--- src/rtl/core/gmc_pkg.sv ---
// shared types, constants and helpers for the grid max-cost query block
package gmc_pkg;

  // defaults for the top-level parameters
  localparam int MAX_SIDE_DEF         = 256;
  localparam int MAX_CELLS_DEF        = 65536;
  localparam int MAX_RADIUS_CELLS_DEF = 15;

  // fixed field widths
  localparam int DIM_W  = 9;
  localparam int COST_W = 7;
  localparam int RAW_W  = 8;
  localparam int IDX_W  = 2 * DIM_W;
  localparam int CFG_AW = 5;
  localparam int CFG_DW = 32;

  localparam logic [COST_W-1:0] LETHAL_COST = 7'd100;
  localparam logic [RAW_W-1:0]  UNKNOWN_RAW = 8'hFF;

  // register indexes (word address bits)
  localparam logic [2:0] REG_GRID_WIDTH  = 3'd0;
  localparam logic [2:0] REG_GRID_HEIGHT = 3'd1;
  localparam logic [2:0] REG_ORIGIN_X    = 3'd2;
  localparam logic [2:0] REG_ORIGIN_Y    = 3'd3;
  localparam logic [2:0] REG_COS_YAW     = 3'd4;
  localparam logic [2:0] REG_SIN_YAW     = 3'd5;
  localparam logic [2:0] REG_INV_RES     = 3'd6;

  localparam logic signed [15:0] COS_RESET = 16'sd16384;

  typedef struct packed {
    logic [DIM_W-1:0]   grid_width;
    logic [DIM_W-1:0]   grid_height;
    logic signed [31:0] origin_x_pos;
    logic signed [31:0] origin_y_pos;
    logic signed [15:0] cos_yaw;
    logic signed [15:0] sin_yaw;
    logic [31:0]        inverse_resolution;
  } cfg_t;

  typedef enum logic [4:0] {
    CMD_NONE,
    CMD_CLEAR,
    CMD_LOAD,
    CMD_CAPTURE,
    CMD_SUB,
    CMD_M1,
    CMD_M2,
    CMD_M3,
    CMD_M4,
    CMD_M5,
    CMD_M6,
    CMD_M7,
    CMD_M8,
    CMD_M9,
    CMD_M10,
    CMD_M11,
    CMD_CHECK,
    CMD_SCAN,
    CMD_RESULT
  } dp_cmd_t;

  typedef struct packed {
    logic clr_last;
    logic off_map;
    logic scan_last;
  } dp_stat_t;

  // raw signed cell value to clamped cost, unknown counts as lethal
  function automatic logic [COST_W-1:0] clamp_cost(input logic [RAW_W-1:0] raw);
    logic [COST_W-1:0] res;
    if (raw[RAW_W-1]) begin
      res = LETHAL_COST;
    end else if (raw > {1'b0, LETHAL_COST}) begin
      res = LETHAL_COST;
    end else begin
      res = raw[COST_W-1:0];
    end
    return res;
  endfunction

endpackage

--- src/rtl/core/gmc_ctrl.sv ---
// sequencer for clearing, loads, query arithmetic steps and the disk scan
module gmc_ctrl (
  input  logic              clk,
  input  logic              rst_n,
  input  logic              in_tvalid,
  input  logic              in_opcode,
  output logic              in_tready,
  output logic              out_tvalid,
  input  logic              out_tready,
  output gmc_pkg::dp_cmd_t  cmd,
  input  gmc_pkg::dp_stat_t stat
);
  import gmc_pkg::*;

  typedef enum logic [4:0] {
    ST_CLEAR,
    ST_IDLE,
    ST_SUB,
    ST_M1,
    ST_M2,
    ST_M3,
    ST_M4,
    ST_M5,
    ST_M6,
    ST_M7,
    ST_M8,
    ST_M9,
    ST_M10,
    ST_M11,
    ST_CHECK,
    ST_SCAN,
    ST_DRAIN1,
    ST_DRAIN2,
    ST_DONE
  } state_t;

  state_t state_r, state_nxt;
  logic   out_valid_r, out_valid_nxt;

  assign in_tready  = (state_r == ST_IDLE);
  assign out_tvalid = out_valid_r;

  // next state, datapath command and output slot
  always_comb begin
    state_nxt     = state_r;
    cmd           = CMD_NONE;
    out_valid_nxt = out_valid_r && !out_tready;
    case (state_r)
      ST_CLEAR: begin
        cmd = CMD_CLEAR;
        if (stat.clr_last) state_nxt = ST_IDLE;
      end
      ST_IDLE: begin
        if (in_tvalid) begin
          if (in_opcode) begin
            cmd       = CMD_CAPTURE;
            state_nxt = ST_SUB;
          end else begin
            cmd = CMD_LOAD;
          end
        end
      end
      ST_SUB: begin cmd = CMD_SUB; state_nxt = ST_M1; end
      ST_M1:  begin cmd = CMD_M1;  state_nxt = ST_M2; end
      ST_M2:  begin cmd = CMD_M2;  state_nxt = ST_M3; end
      ST_M3:  begin cmd = CMD_M3;  state_nxt = ST_M4; end
      ST_M4:  begin cmd = CMD_M4;  state_nxt = ST_M5; end
      ST_M5:  begin cmd = CMD_M5;  state_nxt = ST_M6; end
      ST_M6:  begin cmd = CMD_M6;  state_nxt = ST_M7; end
      ST_M7:  begin cmd = CMD_M7;  state_nxt = ST_M8; end
      ST_M8:  begin cmd = CMD_M8;  state_nxt = ST_M9; end
      ST_M9:  begin cmd = CMD_M9;  state_nxt = ST_M10; end
      ST_M10: begin cmd = CMD_M10; state_nxt = ST_M11; end
      ST_M11: begin cmd = CMD_M11; state_nxt = ST_CHECK; end
      ST_CHECK: begin
        cmd       = CMD_CHECK;
        state_nxt = stat.off_map ? ST_DONE : ST_SCAN;
      end
      ST_SCAN: begin
        cmd = CMD_SCAN;
        if (stat.scan_last) state_nxt = ST_DRAIN1;
      end
      ST_DRAIN1: state_nxt = ST_DRAIN2;
      ST_DRAIN2: state_nxt = ST_DONE;
      ST_DONE: begin
        if (!out_valid_r || out_tready) begin
          cmd           = CMD_RESULT;
          out_valid_nxt = 1'b1;
          state_nxt     = ST_IDLE;
        end
      end
      default: state_nxt = ST_CLEAR;
    endcase
  end

  // state and registered output valid
  always_ff @(posedge clk) begin
    if (!rst_n) begin
      state_r     <= ST_CLEAR;
      out_valid_r <= 1'b0;
    end else begin
      state_r     <= state_nxt;
      out_valid_r <= out_valid_nxt;
    end
  end

endmodule

--- config.mk ---
export PLATFORM = sky130hd
export DESIGN_NAME = gmc_ctrl
export DESIGN_NICKNAME = d
export VERILOG_FILES = /design/src/rtl/core/gmc_pkg.sv /design/src/rtl/core/gmc_ctrl.sv
export SDC_FILE = /design/constraint.sdc
export NUM_CORES = 1
export LEC_CHECK = 0
export BUFFER_PORTS_ARGS = -buffer_cell sky130_fd_sc_hd__buf_2
export CAP_MARGIN = 15
export CORE_AREA = 2 2 39 41
export CTS_CLUSTER_DIAMETER = 50
export CTS_CLUSTER_SIZE = 20
export DETAILED_ROUTE_END_ITERATION = 7
export DIE_AREA = 0 0 41 43
export PLACE_DENSITY_LB_ADDON = 0.2
export SLEW_MARGIN = 20
export SYNTH_ARGS = -nofsm -noshare
export SYNTH_HDL_FRONTEND = slang
export SYNTH_SLANG_ARGS = --single-unit
--- constraint.sdc ---
create_clock -name clk -period 1.9 [get_ports clk]
set_input_delay 0.095 -clock clk [delete_from_list [all_inputs] [get_ports clk]]
set_output_delay 0.095 -clock clk [all_outputs]
set_load 0.02 [all_outputs]
-- Yosys cells after proc, flatten, opt, wreduce, memory -nomap -nowiden
Index checks and enable logic that the tools add are counted.
- register bits: 6
- bits of input ports: 8
- output and inout bits: 7
- word-level logic and storage cells: 44
- eq/ne operators: 23
- muxes and demuxes: 13
- reductions and logical operators: 6
- operators with widths (kind ; number):
    5-bit case mux with 19 select lines ; 1
    5-bit case mux with 17 select lines ; 1
    5-bit by 4-bit == test with 1-bit output, second input constant ; 8
    5-bit 2-to-1 mux ; 7
    5-bit by 3-bit == test with 1-bit output, second input constant ; 4
    5-bit == test, second input constant ; 3
    5-bit by 2-bit == test with 1-bit output, second input constant ; 2
    2-bit inequality test, second input constant ; 5
    5-bit by 1-bit == test with 1-bit output, second input constant ; 1
    5-bit logical NOT ; 1
    5-bit AND reduction ; 1
    1-bit 2-to-1 mux ; 3
    1-bit logical NOT ; 2
    2-bit 2-to-1 mux ; 1
    1-bit logical AND ; 1
    1-bit logical OR ; 1

-- Depth between registers and ports, before layout
- depth after elaboration: 4
- depth in mapped cells: 5
- mapped depth without buffers: 4

-- Least setup slack after synthesis
No wires, ideal clock.
- path type: register to output
- from: register state_r[1]
- to: output cmd[0]
- arrival time: 1353 ps
- required time: 1805 ps
- path slack: 452 ps
- stages on the path, launching flop included: 5
- path buffers: 1
- cell sequence: dfxtp_1 -> buf_2 -> nor3_1 -> nor2_1 -> a211oi_1
- word-level cells in the longest chain between the ends: 2
- elaborated cells on any way between the ends: 18
- classes of those cells: eq/ne: 16; mux: 1; reduce/logical: 1
- RTL lines (element ; RTL line ; text):
    start, declared ; gmc_ctrl.sv:37 ; state_t state_r, state_nxt;
    start signal, assigned ; gmc_ctrl.sv:102 ; state_r <= state_nxt;
    5-bit == test (tied with other cells) ; gmc_ctrl.sv:48 ; case (state_r)
    5-bit case mux with 17 select lines (*) ; gmc_ctrl.sv:48 ;
    end, declared ; gmc_ctrl.sv:10 ; output gmc_pkg::dp_cmd_t cmd,
Every way passes the cells marked *; elsewhere a longest branch is shown, timed or not.

-- Final worst setup path
- from: register state_r[2]
- to: output cmd[1]
Same word-level chain as after synthesis.

==> flow_summary.ini <==
[pwr]
worst_ir_drop_vdd_mv = 0.626
seq_power_share_pct = 33.4
p_leak_uw = 0.000243
p_int_uw = 387
total_power_uw = 693
switching_share_pct = 44.2
power.switching_uw = 306
power_frac_comb_pct = 50.0
power_density_mw_per_mm2 = 1180
p_clk_share_pct = 16.7

[synthesis]
synth_mux_area_share_pct = 2.00
yosys.area.top_type = dfxtp_1
synth-compound-area-share_pct = 24.5
synth.avg_cell_area_um2 = 7.82
synth_common_cells = nor2_1, dfxtp_1, nand2_1, nand2b_1, o21ai_1
synth_top_family_by_area = simple AND/OR/NAND/NOR gates
synthSimpleGateAreaFrac_pct = 38.3
syn_area_um2 = 500
synthAdderAreaFrac_pct = 0
synth_nets = 72
synth_edf_count = 0
post-synth-top-count-cell = nor2_1
ys_ff_latch = 6
ys_top_cells_by_area = dfxtp_1, nor2_1, nand2_1, nand2b_1, o311ai_2
yosysSeqAreaShare_pct = 24.0
synth_top_flop_cell = dfxtp_1
synth_top_cell_area_share_pct = 24.0
yosysWarnings = 0
ys_types = 36
synthArstFlopShare_pct = 0
synth-xor-area-share_pct = 3.50
syn_inst = 64

[placement]
place_hpwl_um = 741
dpl_cell_area_um2 = 563
gp_congestion = 0.747
portBuffers = 14

[global_route]
overflow = 0
antenna_found_initial = 0
grt_max_degree = 17
gr-usage-all-layers_pct = 13.7
grt_pass1_wl_um = 1700
grt_pass1_vias = 408

[timing]
rsz0062_at_grt = false
hold_slack_ns = 0.143
setup_tns_ns = 0
fin_crit_ns = 1.74
worst_slew_pin_slew_ns = 0.520
report.final.slew_viol_count = 0
hold_viol = 0
max_freq_ghz = 0.575
clock_skew_ns = 0.00644
setup_viol = 0
fin_crit_sh_pct = 91.6
slew_headroom_pct = 65.3

[critical_path]
crit_fanout = 12
worstPathArrival_ns = 1.64
cp-start-kind = register
critPathKind = reg -> out
crit_required_ns = 1.80
cp-end-kind = primary output
setup.worst_path.start = state_r[2]
regToRegStartpoint = state_r[0]
worstPathCellList = or3b_4 > nor3_2 > nand2_1 > o31ai_1 > buf_2
crit_path_top_delay_cell = or3b_4
critical_path.max_stage_delay_ns = 0.45

[floorplanning]
num_rows = 14
die-area_mm2 = 0.00176
core-area_mm2 = 0.00138
fp.dieW_um = 41
dieHeight_um = 43
initial_core_util_pct = 36.2
io_pins = 15

[clock_tree]
cts_tree = yes
clockBufferDepth = 2
numCtsBuffers = 3
clk_pin_slew_ns = 0.05
cts.repair.resized = 0
post_cts_buffers = 0
htreeDepth = 1
clk_latency_ns = 0.24
cts_sinks = 6
cts_hold_buf = 0
cts_root_buf = clkbuf_4

[finish]
design_area_um2 = 587
diodes = 0
nNetsFinal = 87
drive_above_1_share_pct = 32.5
syn_to_final_growth_pct = 17.3

[route]
routed_wl_um = 1020
drcViolationCount = 0
routedWlPerCell_um = 11.0
viasPerCell = 5.26
ant_nets = 0
vias = 489
drtPass1Iterations = 2
drtIter0Drc = 10

[run]
cap_viol_max_count = 0

[worst_hold_path]
min_path_type = in -> reg
hp-start = rst_n

[outcome]
status = finished, final reports clean
-- layout make-up --
cell class                 count  area (µm²)
fill                         163         797
multi-input combinational     52         342
sequential                     6         121
timing repair buffer          15        77.6
clock buffer                   3        22.5
tap                           16        20.0
inverter                       1        3.75
-- power by group through the flow --
stage | sequential (µW) | combinational, µW | clock (µW)
3_3_place_gp | 231 | 346 | 0
5_1_grt | 239 | 380 | 123
6_report | 231 | 346 | 116
4_1_cts | 230 | 349 | 120
3_5_place_dp | 231 | 347 | 0
2_1_floorplan | 179 | 315 | 0
-- cells by family (layout without fill, tap and decap cells) --
logic type      count (synthesis)  count (layout)
flops                           6               6
simple gates                   32              32
buf+inv                         6              19
mux                             1               1
xor+xnor                        2               2
compound gates                 17              17
-- worst paths after layout --
| path | end | slack [ns] | depth (start not counted) |
|---|---|---|---|
| setup / recovery | cmd[1] | 0.16 | 5 |
| hold / removal | state_r[1] | 0.14 | 2 |
| setup reg to reg | state_r[1] | 0.33 | 4 |
| hold reg to reg | out_tvalid | 0.65 | 2 |
-- flip-flops by register name, indices dropped and copies added, names as in the netlist --
| signal | cells |
|---|---|
| state_r | 5 |
| out_tvalid | 1 |
-- layer usage --
| metal | track usage, % | wire [µm] | vias to the layer above |
|---|---|---|---|
| met4 | 2.00 | 0 | 0 |
| met5 | 0 | 0 | - |
| met1 | 20.0 | 495 | 222 |
| met2 | 19.4 | 483 | 8 |
| met3 | 4.71 | 40 | 0 |
| li1 | - | - | 259 |
-- per-stage QoR --
step           utilization [%]  std cells  setup slack [ns]
2_1_floorplan                -         64             0.452
3_3_place_gp              40.7         90             0.262
3_5_place_dp              40.7         90             0.273
4_1_cts                   42.3         93            0.0151
5_1_grt                   42.4         93            0.0466
6_report                  42.4         93             0.160
-- cells in the final DEF, fill, tap and decap left out, types with 2 or more instances in the layout --
cell,n
nand2b_1,3
dfxtp_1,5
nor2_1,9
o21ai_1,3
and2_1,2
a211oi_1,2
a21oi_1,2
nand3_1,2
buf_2,14
o21ai_0,2
clkbuf_4,3
nand2_1,6
-- critical path: cells and delay by family (launching register included) --
family / cells / cell delay, ns
flops: 1 / 0.43
compound gates: 1 / 0.07
buf+inv: 1 / 0.19
simple gates: 3 / 0.71
No activity file was read; power rests on OpenSTA's default activity.
